==> config.mk <==
export PLATFORM = sky130hd
export DESIGN_NAME = lpc_mul
export DESIGN_NICKNAME = d
export VERILOG_FILES = /design/src/rtl/lpc_pkg.sv /design/src/rtl/lpc_mul.sv
export SDC_FILE = /design/constraint.sdc
export NUM_CORES = 2
export LEC_CHECK = 0
export BUFFER_PORTS_ARGS = -buffer_cell sky130_fd_sc_hd__buf_2
export CAP_MARGIN = 20
export CORE_ASPECT_RATIO = 0.75
export CORE_UTILIZATION = 45
export CTS_BUF_LIST = sky130_fd_sc_hd__clkbuf_4 sky130_fd_sc_hd__clkbuf_8 sky130_fd_sc_hd__clkbuf_16
export DETAILED_ROUTE_END_ITERATION = 12
export PLACE_DENSITY = 0.61
export REMOVE_ABC_BUFFERS = 1
export SETUP_SLACK_MARGIN = 0.5
export SLEW_MARGIN = 20
export SYNTH_ARGS = -nofsm -noshare
export SYNTH_HDL_FRONTEND = slang
export SYNTH_SLANG_ARGS = --single-unit
==> constraint.sdc <==
create_clock -name clock -period 9.9 [get_ports clock]
set_clock_uncertainty 0.1 [all_clocks]
set_input_delay 1.485 -clock clock [delete_from_list [all_inputs] [get_ports clock]]
set_output_delay 1.485 -clock clock [all_outputs]
set_load 0.005 [all_outputs]
==> src/rtl/lpc_pkg.sv <==
// ---------------------------------------------------------------------------
// Level PI controller package
// Shared types, register codes, widths and the constant power table.
// ---------------------------------------------------------------------------
package lpc_pkg;

   // Fraction bits of the controller output accumulator.
   localparam int ACC_FRAC_BITS  = 30;
   // Number of intervals in the power table; the table has one more entry.
   localparam int POW_TABLE_SIZE = 256;
   localparam int ONE_FRAC_BITS  = 24;

   localparam int MV_W      = ACC_FRAC_BITS + 1;
   localparam int MAG_W     = ACC_FRAC_BITS + 2;
   localparam int MVS_W     = ACC_FRAC_BITS + 3;
   localparam int Q16_SHIFT = (ACC_FRAC_BITS > 16) ? ACC_FRAC_BITS - 16 : 0;
   localparam int Q16_RND   = (ACC_FRAC_BITS > 16) ? ACC_FRAC_BITS - 17 : 0;

   localparam int MUL_A_W = 34;
   localparam int MUL_B_W = 27;
   localparam int PROD_W  = MUL_A_W + MUL_B_W;

   localparam int NUM_W     = 44;
   localparam int DEN_W     = 50;
   localparam int DIV_REM_W = DEN_W + 1;
   localparam int DIV_Q_W   = (ACC_FRAC_BITS + 1 > 31) ? ACC_FRAC_BITS + 1 : 31;
   localparam int DIV_CNT_W = $clog2(DIV_Q_W + 1);

   // Flow balance divide by 10000 through a reciprocal multiplication. The
   // estimate is at most one low and is corrected by a compare and subtract.
   localparam int     BAL_DIVISOR     = 10000;
   localparam int     BAL_RECIP_SHIFT = 39;
   localparam longint BAL_RECIP       = (longint'(1) << BAL_RECIP_SHIFT) / BAL_DIVISOR;
   localparam int     BAL_Q_W         = 18;

   localparam int IDX_W = $clog2(POW_TABLE_SIZE + 1);
   localparam int TAB_W = 33;

   // Register indexes.
   localparam logic [2:0] CSR_MODE      = 3'd0;
   localparam logic [2:0] CSR_SETPOINT  = 3'd1;
   localparam logic [2:0] CSR_MINIMUM   = 3'd2;
   localparam logic [2:0] CSR_BAND      = 3'd3;
   localparam logic [2:0] CSR_ITIME     = 3'd4;
   localparam logic [2:0] CSR_IGAIN     = 3'd5;
   localparam logic [2:0] CSR_OMEGA_MAX = 3'd6;
   localparam logic [2:0] CSR_DRIVE_MAX = 3'd7;

   // Mode codes; every other code holds.
   localparam logic [2:0] MODE_BALANCE = 3'd2;
   localparam logic [2:0] MODE_THRU    = 3'd3;
   localparam logic [2:0] MODE_DRIVE   = 3'd4;

   typedef struct packed {
      logic [13:0] level;
      logic [15:0] flow_in;
      logic [15:0] tick_ms;
   } lpc_req_type;

   typedef struct packed {
      logic        active;
      logic [16:0] valve_out;
      logic [16:0] flow_out;
      logic [23:0] omega;
      logic [15:0] ext_drive;
   } lpc_rsp_type;

   typedef struct packed {
      logic                 start;
      logic [DIV_CNT_W-1:0] steps;
      logic [DIV_REM_W-1:0] rem0;
      logic [DIV_Q_W-1:0]   q0;
      logic [DEN_W-1:0]     den;
   } lpc_div_cmd_type;

   typedef struct packed {
      logic busy;
      logic done;
   } lpc_div_stat_type;

   typedef enum logic [4:0] {
      ST_IDLE,
      ST_BAL_MUL_FLOW,
      ST_BAL_MUL_ERR,
      ST_BAL_SUM,
      ST_BAL_DIV,
      ST_BAL_WAIT,
      ST_BAL_FIX,
      ST_PI_MUL_DE,
      ST_PI_MUL_TAU,
      ST_PI_MUL_TICK,
      ST_PI_SUM,
      ST_PI_MUL_DEN,
      ST_PI_DEN,
      ST_PI_SAT,
      ST_PI_WAIT,
      ST_PI_UPD,
      ST_PI_Q16,
      ST_DRV_MUL,
      ST_DRV_RES,
      ST_THR_POS,
      ST_THR_IDX,
      ST_THR_INTERP,
      ST_THR_VAL,
      ST_THR_MULW,
      ST_THR_RES,
      ST_DONE
   } lpc_state_type;

   typedef logic [TAB_W-1:0] pow_tab_type [0:POW_TABLE_SIZE];

   function automatic logic [63:0] isqrt64(input logic [63:0] x);
      logic [63:0] r;
      logic [63:0] b;
      logic [63:0] xv;
      r  = '0;
      b  = 64'd1 << 62;
      xv = x;
      while (b > xv) b = b >> 2;
      while (b != 0) begin
         if (xv >= r + b) begin
            xv = xv - (r + b);
            r  = (r >> 1) + b;
         end else begin
            r = r >> 1;
         end
         b = b >> 2;
      end
      return r;
   endfunction

   // Entry k holds 10^(5*(k/N-1)) in Q1.32, built from repeated square roots
   // of one tenth for the fraction and decimal steps for the integer part.
   function automatic pow_tab_type build_pow_tab();
      logic [63:0] root [0:ONE_FRAC_BITS];
      logic [63:0] g;
      logic [63:0] d;
      logic [63:0] f;
      logic [63:0] p;
      pow_tab_type t;
      root[0] = 64'd429496730;
      for (int i = 1; i <= ONE_FRAC_BITS; i++) root[i] = isqrt64(root[i-1] << 32);
      for (int k = 0; k <= POW_TABLE_SIZE; k++) begin
         g = (64'(5 * (POW_TABLE_SIZE - k)) << ONE_FRAC_BITS) / POW_TABLE_SIZE;
         d = g >> ONE_FRAC_BITS;
         f = g & ((64'd1 << ONE_FRAC_BITS) - 64'd1);
         p = 64'd1 << 32;
         for (int i = 1; i <= ONE_FRAC_BITS; i++)
            if (f[ONE_FRAC_BITS-i]) p = (p * root[i]) >> 32;
         for (longint j = 0; j < longint'(d); j++) p = (p + 64'd5) / 10;
         t[k] = p[TAB_W-1:0];
      end
      return t;
   endfunction

   localparam pow_tab_type POW_TAB = build_pow_tab();

   // Controller output rounded half up to Q1.16.
   function automatic logic [16:0] mv_to_q16(input logic [MV_W-1:0] acc);
      logic [MV_W:0] sum;
      sum = {1'b0, acc} + ((MV_W+1)'(1) << Q16_RND);
      if (ACC_FRAC_BITS > 16) return 17'(sum >> Q16_SHIFT);
      return 17'(acc);
   endfunction

endpackage

==> src/rtl/lpc_mul.sv <==
// ---------------------------------------------------------------------------
// Level PI controller multiplier
// Shared signed multiplier with a registered product.
// ---------------------------------------------------------------------------
module lpc_mul import lpc_pkg::*; (
   input  logic                      clock,
   input  logic signed [MUL_A_W-1:0] mul_a,
   input  logic signed [MUL_B_W-1:0] mul_b,
   output logic signed [PROD_W-1:0]  prod_ff
);

   logic signed [PROD_W-1:0] prod_in;

   assign prod_in = PROD_W'(mul_a) * PROD_W'(mul_b);

   always_ff @(posedge clock) begin
      prod_ff <= prod_in;
   end

endmodule

==> flow_metrics.tcl <==
set metrics [dict create \
    area_delta_synth_final_pct 5.048 \
    timing_max_transition_violations_final 0 \
    die_w_um 315.7 \
    max_ffs_per_register 61 \
    die_y_um 237.3 \
    worst_setup_path_start_kind "input pin" \
    grt_first_pass_wirelength_um 149800 \
    critPathArrivalTime_ps 9180 \
    total_die_area_um2 74910 \
    routed_wl_um 92010 \
    ctsLongestPathBuffers 2 \
    worst_hold_path_type "input pin to flip-flop" \
    worstPathCellList "buf_2, and2_1, fa_1, fa_1, inv_1, fa_1, inv_1, fa_1, fa_1, fa_1, fa_1, ha_1, nand2_1, or3_1, nor3_1, nand2_1, o211ai_1, o22ai_2, a21oi_2, a311o_1, a2111oi_2, nand3b_1" \
    detailedPlacementHpwl_um 78240 \
    layout_top_registers "prod_ff x61" \
    gp_routability_congestion 0.9072 \
    post_synth_main_area_contributors "sky130_fd_sc_hd__fa_1, sky130_fd_sc_hd__inv_1, sky130_fd_sc_hd__and2_1" \
    leading_area_contributor_after_synthesis "sky130_fd_sc_hd__fa_1" \
    global_route.usage.met1 0.4328 \
    antenna_found_initial 1 \
    async_flop_share 0 \
    worst_path_most_repeated_cell "sky130_fd_sc_hd__fa_1" \
    grt_max_degree 35 \
    numCtsBuffers 9 \
    syn-instance-count 3605 \
    outcome "finished, final reports clean" \
    ys_ff_latch 61 \
    finalNetCount 4765 \
    area.sequential_um2 1221 \
    cts_tree "done" \
    htree_num_levels 3 \
    residual_drc 0 \
    via_per_inst 5.065 \
    hold-path-endpoint "prod_ff[0]$_DFF_P_" \
    path_clk_slew_ps 60 \
    cts_sinks 61 \
    registers.top_by_ff_count "prod_ff" \
    maxClockFrequency_ghz 0.1107 \
    yosysUniqueCellTypes 55 \
    slowest_stage_cell_cp "sky130_fd_sc_hd__fa_1" \
    post_route_cells_drive_above_1_share 0.05056 \
    multi_input_comb_area_um2 27700 \
    most_common_cell_after_layout_fill_and_taps_aside "sky130_fd_sc_hd__inv_1" \
    synthFlopType "sky130_fd_sc_hd__dfxtp_1" \
    final_report_setup_violation_count 0 \
    critical_path_class "input pin to flip-flop" \
    avgRoutedWirePerCell_um 20.19 \
    synth-warning-count 0 \
    portBuffers 122 \
    rsz0062_at_grt "false" \
    fraction_of_synthesized_cell_area_taken_by_the_top_area_cell_type 0.5641 \
    crit_path_end_kind "flip-flop" \
    worst_slew_margin_rel 0.3472 \
    clk_root_buffer_cell "sky130_fd_sc_hd__clkbuf_16" \
    worstPathRequired_ps 10040 \
    global_route.overflow_total 0 \
    drt_pass_1_iters 5 \
    crit_path_max_fanout 34 \
    hold-path-cell-count 2 \
    fin_crit_ps 9035 \
    io_pins 123 \
    route.vias.total 23090 \
    most-common-layout-cells "sky130_fd_sc_hd__inv_1, sky130_fd_sc_hd__fa_1, sky130_fd_sc_hd__nand2_1" \
    num-fill-cells 6844 \
    avgSynthCellArea_um2 9.214 \
    final_min_period_over_clock_period 0.9127 \
    syn-cell-area_um2 33220 \
    use_met2 0.3441 \
    hold_viol_final 0 \
    grt_busiest_layer "met1" \
    max_cap_violations 0 \
    global_route_usage_over_all_layers 0.2646 \
    initial_utilization 0.4586 \
    setup-tns-final_ps 0 \
    yosysSeqAreaShare 0.03676 \
    dr.first_iter.drc_count 1554 \
    slowest_delay_ps 700 \
    cp_top_family "adder cells" \
    worst-slew-pin-transition_ps 979.2 \
    num_rows 85 \
    number_of_enable_type_register_cells_in_the_synthesized_netlist 0 \
    drt.antenna.violating_nets 0 \
    critical_path.n_buffers_inverters 3 \
    placeableCoreArea_um2 72430 \
    cts_hold_buffers 0 \
    grt.met3_usage 0.07835 \
    first_global_vias 24780 \
    min_from "mul_b[0]" \
]
-- routing by layer --
metal / vias to the layer above / share of wire
li1: 10160 / -
met2: 879 / 0.38
met5: - / 0.0014
met1: 12000 / 0.50
met4: 2 / 0.012
met3: 49 / 0.11
-- worst max-delay path by stage --
stage	to	from	slack (ps)	cells past startpoint
final	prod_ff[57]$_DFF_P_	mul_b[5]	860	22
after global routing	prod_ff[57]$_DFF_P_	mul_b[5]	510	24
after CTS	prod_ff[57]$_DFF_P_	mul_b[0]	810	24
after detailed placement	prod_ff[57]$_DFF_P_	mul_b[0]	440	24
after global placement	prod_ff[57]$_DFF_P_	mul_b[0]	420	26
after floorplan	prod_ff[57]$_DFF_P_	mul_b[0]	1760	24
-- repair_timing --
action                     4_1_cts  5_1_grt
setup buffers                    0        0
setup endpoints to repair        0        1
gates resized for setup          0        1
-- logic make-up (layout without fill, tap and decap cells) --
group / Yosys count / count (layout) / share of synthesized area
AO/OA/AOI/OAI: 174 / 174 / 0.03413
buffers and inverters: 1142 / 1137 / 0.1293
XOR/XNOR: 64 / 64 / 0.01688
adder cells (fa/ha/maj): 1108 / 1108 / 0.6289
flip-flops: 61 / 61 / 0.03676
other: 0 / 1 / 0
AND/OR/NAND/NOR: 1056 / 1056 / 0.1540
-- cells in the mapped netlist (2+ instances only) --
master                        n
sky130_fd_sc_hd__nand3_1     14
sky130_fd_sc_hd__clkbuf_1   168
sky130_fd_sc_hd__ha_1       172
sky130_fd_sc_hd__inv_1      966
sky130_fd_sc_hd__a211oi_1     5
sky130_fd_sc_hd__buf_2        4
sky130_fd_sc_hd__nand2b_1     7
sky130_fd_sc_hd__xor2_1      20
sky130_fd_sc_hd__clkbuf_2     2
sky130_fd_sc_hd__a21oi_1     61
sky130_fd_sc_hd__a31o_2       3
sky130_fd_sc_hd__fa_1       936
sky130_fd_sc_hd__nand2_1    529
sky130_fd_sc_hd__buf_1        2
sky130_fd_sc_hd__o31ai_1      3
sky130_fd_sc_hd__nor2_1      61
sky130_fd_sc_hd__a221o_1      2
sky130_fd_sc_hd__o21bai_1    10
sky130_fd_sc_hd__xnor2_1     44
sky130_fd_sc_hd__nand4_1      6
sky130_fd_sc_hd__and3_1       7
sky130_fd_sc_hd__and2_1     403
sky130_fd_sc_hd__a21o_1      22
sky130_fd_sc_hd__a41o_1       2
sky130_fd_sc_hd__or2_2        2
sky130_fd_sc_hd__o21a_1       4
sky130_fd_sc_hd__nor2b_1      7
sky130_fd_sc_hd__a221oi_1     3
sky130_fd_sc_hd__o21ai_1      7
sky130_fd_sc_hd__a2111oi_0    2
sky130_fd_sc_hd__o2111ai_1    2
sky130_fd_sc_hd__o21ai_0     23
sky130_fd_sc_hd__o211ai_1     8
sky130_fd_sc_hd__a311o_1      2
sky130_fd_sc_hd__or3_1        4
sky130_fd_sc_hd__dfxtp_1     61
sky130_fd_sc_hd__nor3_1      10
sky130_fd_sc_hd__a31oi_1      4
-- metrics by stage --
step                utilization  cells  cell area (um^2)  hold WS, ps  worst slack [ps]
floorplan                     -   3429             32550         1507              1763
global placement         0.4778   4541             34600         1762             416.5
detailed placement       0.4778   4541             34600         1760             438.6
CTS                      0.4817   4557             34890         1555             809.8
global route             0.4817   4557             34890         1569             508.3
finish                   0.4818   4558             34890         1552             864.5
-- final cells by class --
type	count	area share
multi-input combinational	2402	0.7939
antenna	1	0.00007172
inverter	966	0.1039
clock buffer	9	0.006455
clock inverter	7	0.001685
tap	957	0.03432
sequential	61	0.03500
timing repair buffer	155	0.02467
Power is left out: the tool's default activity adds up to more than one toggle a clock period on the data nets, which glitch-free logic cannot reach.
