===== src/rtl/lpc_pkg.sv =====
// ---------------------------------------------------------------------------
// Level PI controller package
// Shared types, register codes, widths and the constant power table.
// ---------------------------------------------------------------------------
package lpc_pkg;

   // Fraction bits of the controller output accumulator.
   localparam int ACC_FRAC_BITS  = 30;
   // Number of intervals in the power table; the table has one more entry.
   localparam int POW_TABLE_SIZE = 256;
   localparam int ONE_FRAC_BITS  = 24;

   localparam int MV_W      = ACC_FRAC_BITS + 1;
   localparam int MAG_W     = ACC_FRAC_BITS + 2;
   localparam int MVS_W     = ACC_FRAC_BITS + 3;
   localparam int Q16_SHIFT = (ACC_FRAC_BITS > 16) ? ACC_FRAC_BITS - 16 : 0;
   localparam int Q16_RND   = (ACC_FRAC_BITS > 16) ? ACC_FRAC_BITS - 17 : 0;

   localparam int MUL_A_W = 34;
   localparam int MUL_B_W = 27;
   localparam int PROD_W  = MUL_A_W + MUL_B_W;

   localparam int NUM_W     = 44;
   localparam int DEN_W     = 50;
   localparam int DIV_REM_W = DEN_W + 1;
   localparam int DIV_Q_W   = (ACC_FRAC_BITS + 1 > 31) ? ACC_FRAC_BITS + 1 : 31;
   localparam int DIV_CNT_W = $clog2(DIV_Q_W + 1);

   // Flow balance divide by 10000 through a reciprocal multiplication. The
   // estimate is at most one low and is corrected by a compare and subtract.
   localparam int     BAL_DIVISOR     = 10000;
   localparam int     BAL_RECIP_SHIFT = 39;
   localparam longint BAL_RECIP       = (longint'(1) << BAL_RECIP_SHIFT) / BAL_DIVISOR;
   localparam int     BAL_Q_W         = 18;

   localparam int IDX_W = $clog2(POW_TABLE_SIZE + 1);
   localparam int TAB_W = 33;

   // Register indexes.
   localparam logic [2:0] CSR_MODE      = 3'd0;
   localparam logic [2:0] CSR_SETPOINT  = 3'd1;
   localparam logic [2:0] CSR_MINIMUM   = 3'd2;
   localparam logic [2:0] CSR_BAND      = 3'd3;
   localparam logic [2:0] CSR_ITIME     = 3'd4;
   localparam logic [2:0] CSR_IGAIN     = 3'd5;
   localparam logic [2:0] CSR_OMEGA_MAX = 3'd6;
   localparam logic [2:0] CSR_DRIVE_MAX = 3'd7;

   // Mode codes; every other code holds.
   localparam logic [2:0] MODE_BALANCE = 3'd2;
   localparam logic [2:0] MODE_THRU    = 3'd3;
   localparam logic [2:0] MODE_DRIVE   = 3'd4;

   typedef struct packed {
      logic [13:0] level;
      logic [15:0] flow_in;
      logic [15:0] tick_ms;
   } lpc_req_type;

   typedef struct packed {
      logic        active;
      logic [16:0] valve_out;
      logic [16:0] flow_out;
      logic [23:0] omega;
      logic [15:0] ext_drive;
   } lpc_rsp_type;

   typedef struct packed {
      logic                 start;
      logic [DIV_CNT_W-1:0] steps;
      logic [DIV_REM_W-1:0] rem0;
      logic [DIV_Q_W-1:0]   q0;
      logic [DEN_W-1:0]     den;
   } lpc_div_cmd_type;

   typedef struct packed {
      logic busy;
      logic done;
   } lpc_div_stat_type;

   typedef enum logic [4:0] {
      ST_IDLE,
      ST_BAL_MUL_FLOW,
      ST_BAL_MUL_ERR,
      ST_BAL_SUM,
      ST_BAL_DIV,
      ST_BAL_WAIT,
      ST_BAL_FIX,
      ST_PI_MUL_DE,
      ST_PI_MUL_TAU,
      ST_PI_MUL_TICK,
      ST_PI_SUM,
      ST_PI_MUL_DEN,
      ST_PI_DEN,
      ST_PI_SAT,
      ST_PI_WAIT,
      ST_PI_UPD,
      ST_PI_Q16,
      ST_DRV_MUL,
      ST_DRV_RES,
      ST_THR_POS,
      ST_THR_IDX,
      ST_THR_INTERP,
      ST_THR_VAL,
      ST_THR_MULW,
      ST_THR_RES,
      ST_DONE
   } lpc_state_type;

   typedef logic [TAB_W-1:0] pow_tab_type [0:POW_TABLE_SIZE];

   function automatic logic [63:0] isqrt64(input logic [63:0] x);
      logic [63:0] r;
      logic [63:0] b;
      logic [63:0] xv;
      r  = '0;
      b  = 64'd1 << 62;
      xv = x;
      while (b > xv) b = b >> 2;
      while (b != 0) begin
         if (xv >= r + b) begin
            xv = xv - (r + b);
            r  = (r >> 1) + b;
         end else begin
            r = r >> 1;
         end
         b = b >> 2;
      end
      return r;
   endfunction

   // Entry k holds 10^(5*(k/N-1)) in Q1.32, built from repeated square roots
   // of one tenth for the fraction and decimal steps for the integer part.
   function automatic pow_tab_type build_pow_tab();
      logic [63:0] root [0:ONE_FRAC_BITS];
      logic [63:0] g;
      logic [63:0] d;
      logic [63:0] f;
      logic [63:0] p;
      pow_tab_type t;
      root[0] = 64'd429496730;
      for (int i = 1; i <= ONE_FRAC_BITS; i++) root[i] = isqrt64(root[i-1] << 32);
      for (int k = 0; k <= POW_TABLE_SIZE; k++) begin
         g = (64'(5 * (POW_TABLE_SIZE - k)) << ONE_FRAC_BITS) / POW_TABLE_SIZE;
         d = g >> ONE_FRAC_BITS;
         f = g & ((64'd1 << ONE_FRAC_BITS) - 64'd1);
         p = 64'd1 << 32;
         for (int i = 1; i <= ONE_FRAC_BITS; i++)
            if (f[ONE_FRAC_BITS-i]) p = (p * root[i]) >> 32;
         for (longint j = 0; j < longint'(d); j++) p = (p + 64'd5) / 10;
         t[k] = p[TAB_W-1:0];
      end
      return t;
   endfunction

   localparam pow_tab_type POW_TAB = build_pow_tab();

   // Controller output rounded half up to Q1.16.
   function automatic logic [16:0] mv_to_q16(input logic [MV_W-1:0] acc);
      logic [MV_W:0] sum;
      sum = {1'b0, acc} + ((MV_W+1)'(1) << Q16_RND);
      if (ACC_FRAC_BITS > 16) return 17'(sum >> Q16_SHIFT);
      return 17'(acc);
   endfunction

endpackage


===== src/rtl/lpc_div.sv =====
// ---------------------------------------------------------------------------
// Level PI controller divider
// Restoring divider, one quotient bit per cycle.
// ---------------------------------------------------------------------------
module lpc_div import lpc_pkg::*; (
   input  logic                 clock,
   input  logic                 reset,
   input  lpc_div_cmd_type      div_cmd,
   output lpc_div_stat_type     div_stat,
   output logic [DIV_Q_W-1:0]   quot
);

   logic [DIV_REM_W-1:0] rem_ff, rem_in;
   logic [DIV_Q_W-1:0]   q_ff, q_in;
   logic [DEN_W-1:0]     den_ff, den_in;
   logic [DIV_CNT_W-1:0] cnt_ff, cnt_in;
   logic                 done_ff, done_in;
   logic                 ge;
   logic [DIV_REM_W-1:0] diff;

   // Each step compares, subtracts on success, then shifts the next
   // dividend bit into the remainder and the quotient bit into q.
   always_comb begin
      ge      = rem_ff >= {1'b0, den_ff};
      diff    = ge ? rem_ff - {1'b0, den_ff} : rem_ff;
      rem_in  = rem_ff;
      q_in    = q_ff;
      den_in  = den_ff;
      cnt_in  = cnt_ff;
      done_in = 1'b0;
      if (div_cmd.start) begin
         rem_in = div_cmd.rem0;
         q_in   = div_cmd.q0;
         den_in = div_cmd.den;
         cnt_in = div_cmd.steps;
      end else if (cnt_ff != '0) begin
         rem_in  = {diff[DIV_REM_W-2:0], q_ff[DIV_Q_W-1]};
         q_in    = {q_ff[DIV_Q_W-2:0], ge};
         cnt_in  = cnt_ff - DIV_CNT_W'(1);
         done_in = (cnt_ff == DIV_CNT_W'(1));
      end
   end

   always_ff @(posedge clock) begin
      if (reset) begin
         cnt_ff  <= '0;
         done_ff <= 1'b0;
      end else begin
         cnt_ff  <= cnt_in;
         done_ff <= done_in;
      end
   end

   always_ff @(posedge clock) begin
      rem_ff <= rem_in;
      q_ff   <= q_in;
      den_ff <= den_in;
   end

   assign div_stat.busy = (cnt_ff != '0);
   assign div_stat.done = done_ff;
   assign quot          = q_ff;

endmodule


===== config.mk =====
export PLATFORM = sky130hd
export DESIGN_NAME = lpc_div
export DESIGN_NICKNAME = d
export VERILOG_FILES = /design/src/rtl/lpc_pkg.sv /design/src/rtl/lpc_div.sv
export SDC_FILE = /design/constraint.sdc
export NUM_CORES = 1
export LEC_CHECK = 0
export BUFFER_PORTS_ARGS = -buffer_cell sky130_fd_sc_hd__buf_2
export CAP_MARGIN = 15
export CORE_AREA = 4 4 131 133
export CTS_BUF_LIST = sky130_fd_sc_hd__clkbuf_16
export DETAILED_ROUTE_END_ITERATION = 8
export DIE_AREA = 0 0 135 137
export PLACE_DENSITY = 0.77
export SLEW_MARGIN = 25
export SYNTH_ARGS = -nofsm -noshare
export SYNTH_HDL_FRONTEND = slang
export SYNTH_SLANG_ARGS = --single-unit

===== constraint.sdc =====
create_clock -name clock -period 4.4 [get_ports clock]
set_clock_uncertainty 0.2 [all_clocks]
set_input_delay 0.44 -clock clock [delete_from_list [all_inputs] [get_ports clock]]
set_output_delay 0.44 -clock clock [all_outputs]
set_load 0.02 [all_outputs]

==> results.yml <==
critical_path:
  r2r_setup_slack_ns: 0.52
  start_kind: "register"
  crit_fanout: 15
  setup.worst_path.start: "rem_ff[12]$_DFFE_PP_"
  end_kind: "register"
  critPathKind: "register to register"
  reg2reg_depth: 10
  cp.arrival_ns: 3.85
  timing.rr.start: "rem_ff[12]$_DFFE_PP_"
  r2r_end: "rem_ff[28]$_DFFE_PP_"
  cp_data_required_time_ns: 4.38
min_path:
  hold_class: "primary input to register"
  whs_path_depth: 3
  hp-start: "div_cmd[133]"
  hold_end: "cnt_ff[1]$_SDFFE_PP0P_"
global_routing:
  grt_max_degree: 65
  grt-ovfl-total: 0
  antenna_found_initial: 0
  gr-usage-all-layers_pct: 23.97
  grt_pass1_wl_um: 35270
  grt_pass1_vias: 7240
yosys:
  synth_top_family_by_area: "compound AO/OA/AOI/OAI gates"
  syn_inst: 842
  synth_compound_area_share_pct: 16.34
  ys.flop_type: "edfxtp_1"
  synth_async_sr_flop_share_pct: 0
  synth_most_common_cell: "edfxtp_1"
  synth_common_cells: "edfxtp_1 (132), a21oi_1 (84), inv_1 (70), mux2_2 (70), nor2_1 (61)"
  synth_area_leaders: "edfxtp_1 (45%), mux2_2 (9.0%), ha_1 (7.5%)"
  avgSynthCellArea_um2: 10.45
  synth_fp_nets: 1036
  synth_top_area_share_pct: 45.06
  yosysTopAreaCell: "edfxtp_1"
  synth_edf_count: 132
  synthDistinctLibCells: 63
  yosys.area_share.simple_pct: 10.91
  ys.warnings.count: 0
  synthXorXnorAreaFrac_pct: 4.381
  synth-seq-cells: 138
  synth-seq-area-share_pct: 46.42
  synthMuxAreaShare_pct: 9.415
  synth_area_um2: 8797
  yosys.area_share.adder_pct: 7.766
floorplan:
  die_area_um2: 18500
  start_util_pct: 55.58
  io_pins: 173
  row_count: 46
  die_w_um: 135
  die_y_um: 137
  core_um2: 15830
pwr:
  power_density_nw_per_um2: 686.8
  p_leak_nw: 4.747
  p_int_w: 0.004543
  p_clk_share_pct: 19.5
  finalPower_w: 0.007533
  vdd_drop_max_mv: 0.4397
  sw_frac_of_total_pct: 39.69
  netSwitchingPower_w: 0.002990
  comb_power_share_pct: 52.4
  seqPwrFrac_pct: 28.1
clocking:
  clock-sinks: 138
  post-cts-setup-buffers: 0
  cts_buffers: 17
  cts_tree: "built"
  clk_pin_slew_ns: 0.06
  cts_root_buf: "clkbuf_16"
  clk_path_buf_depth: 2
  ctsHoldBuffers: 50
  h-tree-depth: 4
  clock_latency_ns: 0.43
  cts-resized-gates: 0
sta:
  fin_crit_sh_pct: 88.10
  setup_viol: 0
  hold_viol: 0
  fmax_mhz: 258.0
  fin_tns_setup_ns: 0
  fin_crit_ns: 3.877
  rsz0062_at_grt: "no"
  relSlewSlack_pct: 56.14
  setup_ws_ns: 0.5235
  worstMarginPinSlew_ns: 0.6579
  final_max_slew_viol_count: 0
cells_and_area:
  area_delta_synth_final_pct: 24.66
  diodes: 0
  drive_above_1_share_pct: 26.92
  fin_nets: 1247
place:
  place_ws_ns: 0.6112
  hpwl_um: 15220
  gp_congestion: 0.9177
  io_buffer_count: 172
drt:
  wl_um: 21770
  ant_nets: 0
  viasPerCell: 5.629
  via_count: 7216
  dr.first_iter.drc_count: 672
  drc: 0
  drtPass1Iterations: 5
  wire_per_inst_um: 16.98
status:
  outcome: "finished, final reports clean"
job:
  cap_violations: 0
==> area by class of cell <==
cell class | instances | area, um2
clock buffers | 17 | 425.4
clock inverters | 15 | 167.7
fillers | 1223 | 4861
inverters | 70 | 262.8
multi-input cells | 594 | 4302
flip-flops and latches | 138 | 4084
well taps | 216 | 270.3
repair buffers | 232 | 1455
==> metrics by stage <==
step	util, %	std cells	cell area (um2)	hold WS [ns]
after floorplan	-	842	8797	0.3124
after global placement	62.38	1200	9873	0.3510
after detailed placement	62.38	1200	9873	0.3587
after CTS	69.29	1282	10970	0.04006
after global routing	69.29	1282	10970	0.06825
final	69.29	1282	10970	0.05358
==> power by group through the flow <==
stage               clock network (W)  logic (W)  registers (W)
CTS                           0.00149    0.00388        0.00212
detailed placement                  0    0.00380        0.00214
global placement                    0    0.00376        0.00212
finish                        0.00147    0.00394        0.00212
floorplan                           0    0.00287        0.00216
global route                  0.00155    0.00435        0.00216
==> worst max path at each step <==
stage / to / slack (ns) / cells past startpoint
2_1_floorplan: quot[0]$_DFFE_PP_ / 0.51 / 4
3_3_place_gp: rem_ff[34]$_DFFE_PP_ / 0.74 / 10
3_5_place_dp: rem_ff[31]$_DFFE_PP_ / 0.61 / 11
4_1_cts: rem_ff[28]$_DFFE_PP_ / 0.58 / 10
5_1_grt: rem_ff[31]$_DFFE_PP_ / 0.29 / 11
6_report: rem_ff[28]$_DFFE_PP_ / 0.52 / 10
==> placed cells by master, fill, tap and decap left out, types with 9 or more instances in the layout <==
| cell type | netlist | routed |
|---|---|---|
| o21ai_0 | 46 | 46 |
| xnor2_1 | 25 | 25 |
| edfxtp_1 | 132 | 132 |
| buf_4 | 1 | 9 |
| a21oi_1 | 84 | 84 |
| dlygate4sd3_1 | 0 | 50 |
| ha_1 | 53 | 53 |
| nor4_1 | 9 | 9 |
| inv_1 | 70 | 75 |
| nand4_1 | 12 | 12 |
| buf_2 | 2 | 171 |
| mux2_2 | 70 | 70 |
| a21o_1 | 21 | 21 |
| o21bai_1 | 12 | 12 |
| nor3_1 | 14 | 14 |
| nand2_1 | 52 | 52 |
| xor2_1 | 19 | 19 |
| a221o_1 | 11 | 11 |
| clkbuf_16 | 0 | 17 |
| nor2_1 | 61 | 61 |
==> layer usage <==
layer  part of all wire (%)  vias to the layer above  global-route usage, %
li1                       -                     3531                      -
met1                     44                     3431                  31.45
met2                     50                      227                  41.08
met3                    5.3                       27                  4.632
met4                    1.2                        0                  6.159
met5                      0                        -                      0
==> state kept, by name, indices dropped and copies added (netlist names) <==
| register | count |
|---|---|
| den_ff | 50 |
| cnt_ff | 5 |
| quot | 31 |
| done_ff | 1 |
| rem_ff | 51 |
==> worst max-delay path: stages (launching register included) <==
cell      delay, ns
edfxtp_1       0.39
ha_1           0.41
a21o_1         0.21
a311oi_1       0.33
o21ai_0        0.22
a221o_1        0.46
o211ai_1       0.21
and3b_1        0.55
buf_4          0.27
o21ai_0        0.11
mux2_2         0.26
==> logic make-up after synthesis <==
group | count (synthesis)
AOI/OAI and AO/OA | 225
xor gates and xnor gates | 44
adders and majority gates | 54
buffers and inverters | 110
DFF | 138
muxes | 74
and+or+nand+nor | 197
Note: power is estimated with default switching activity, not from simulation.
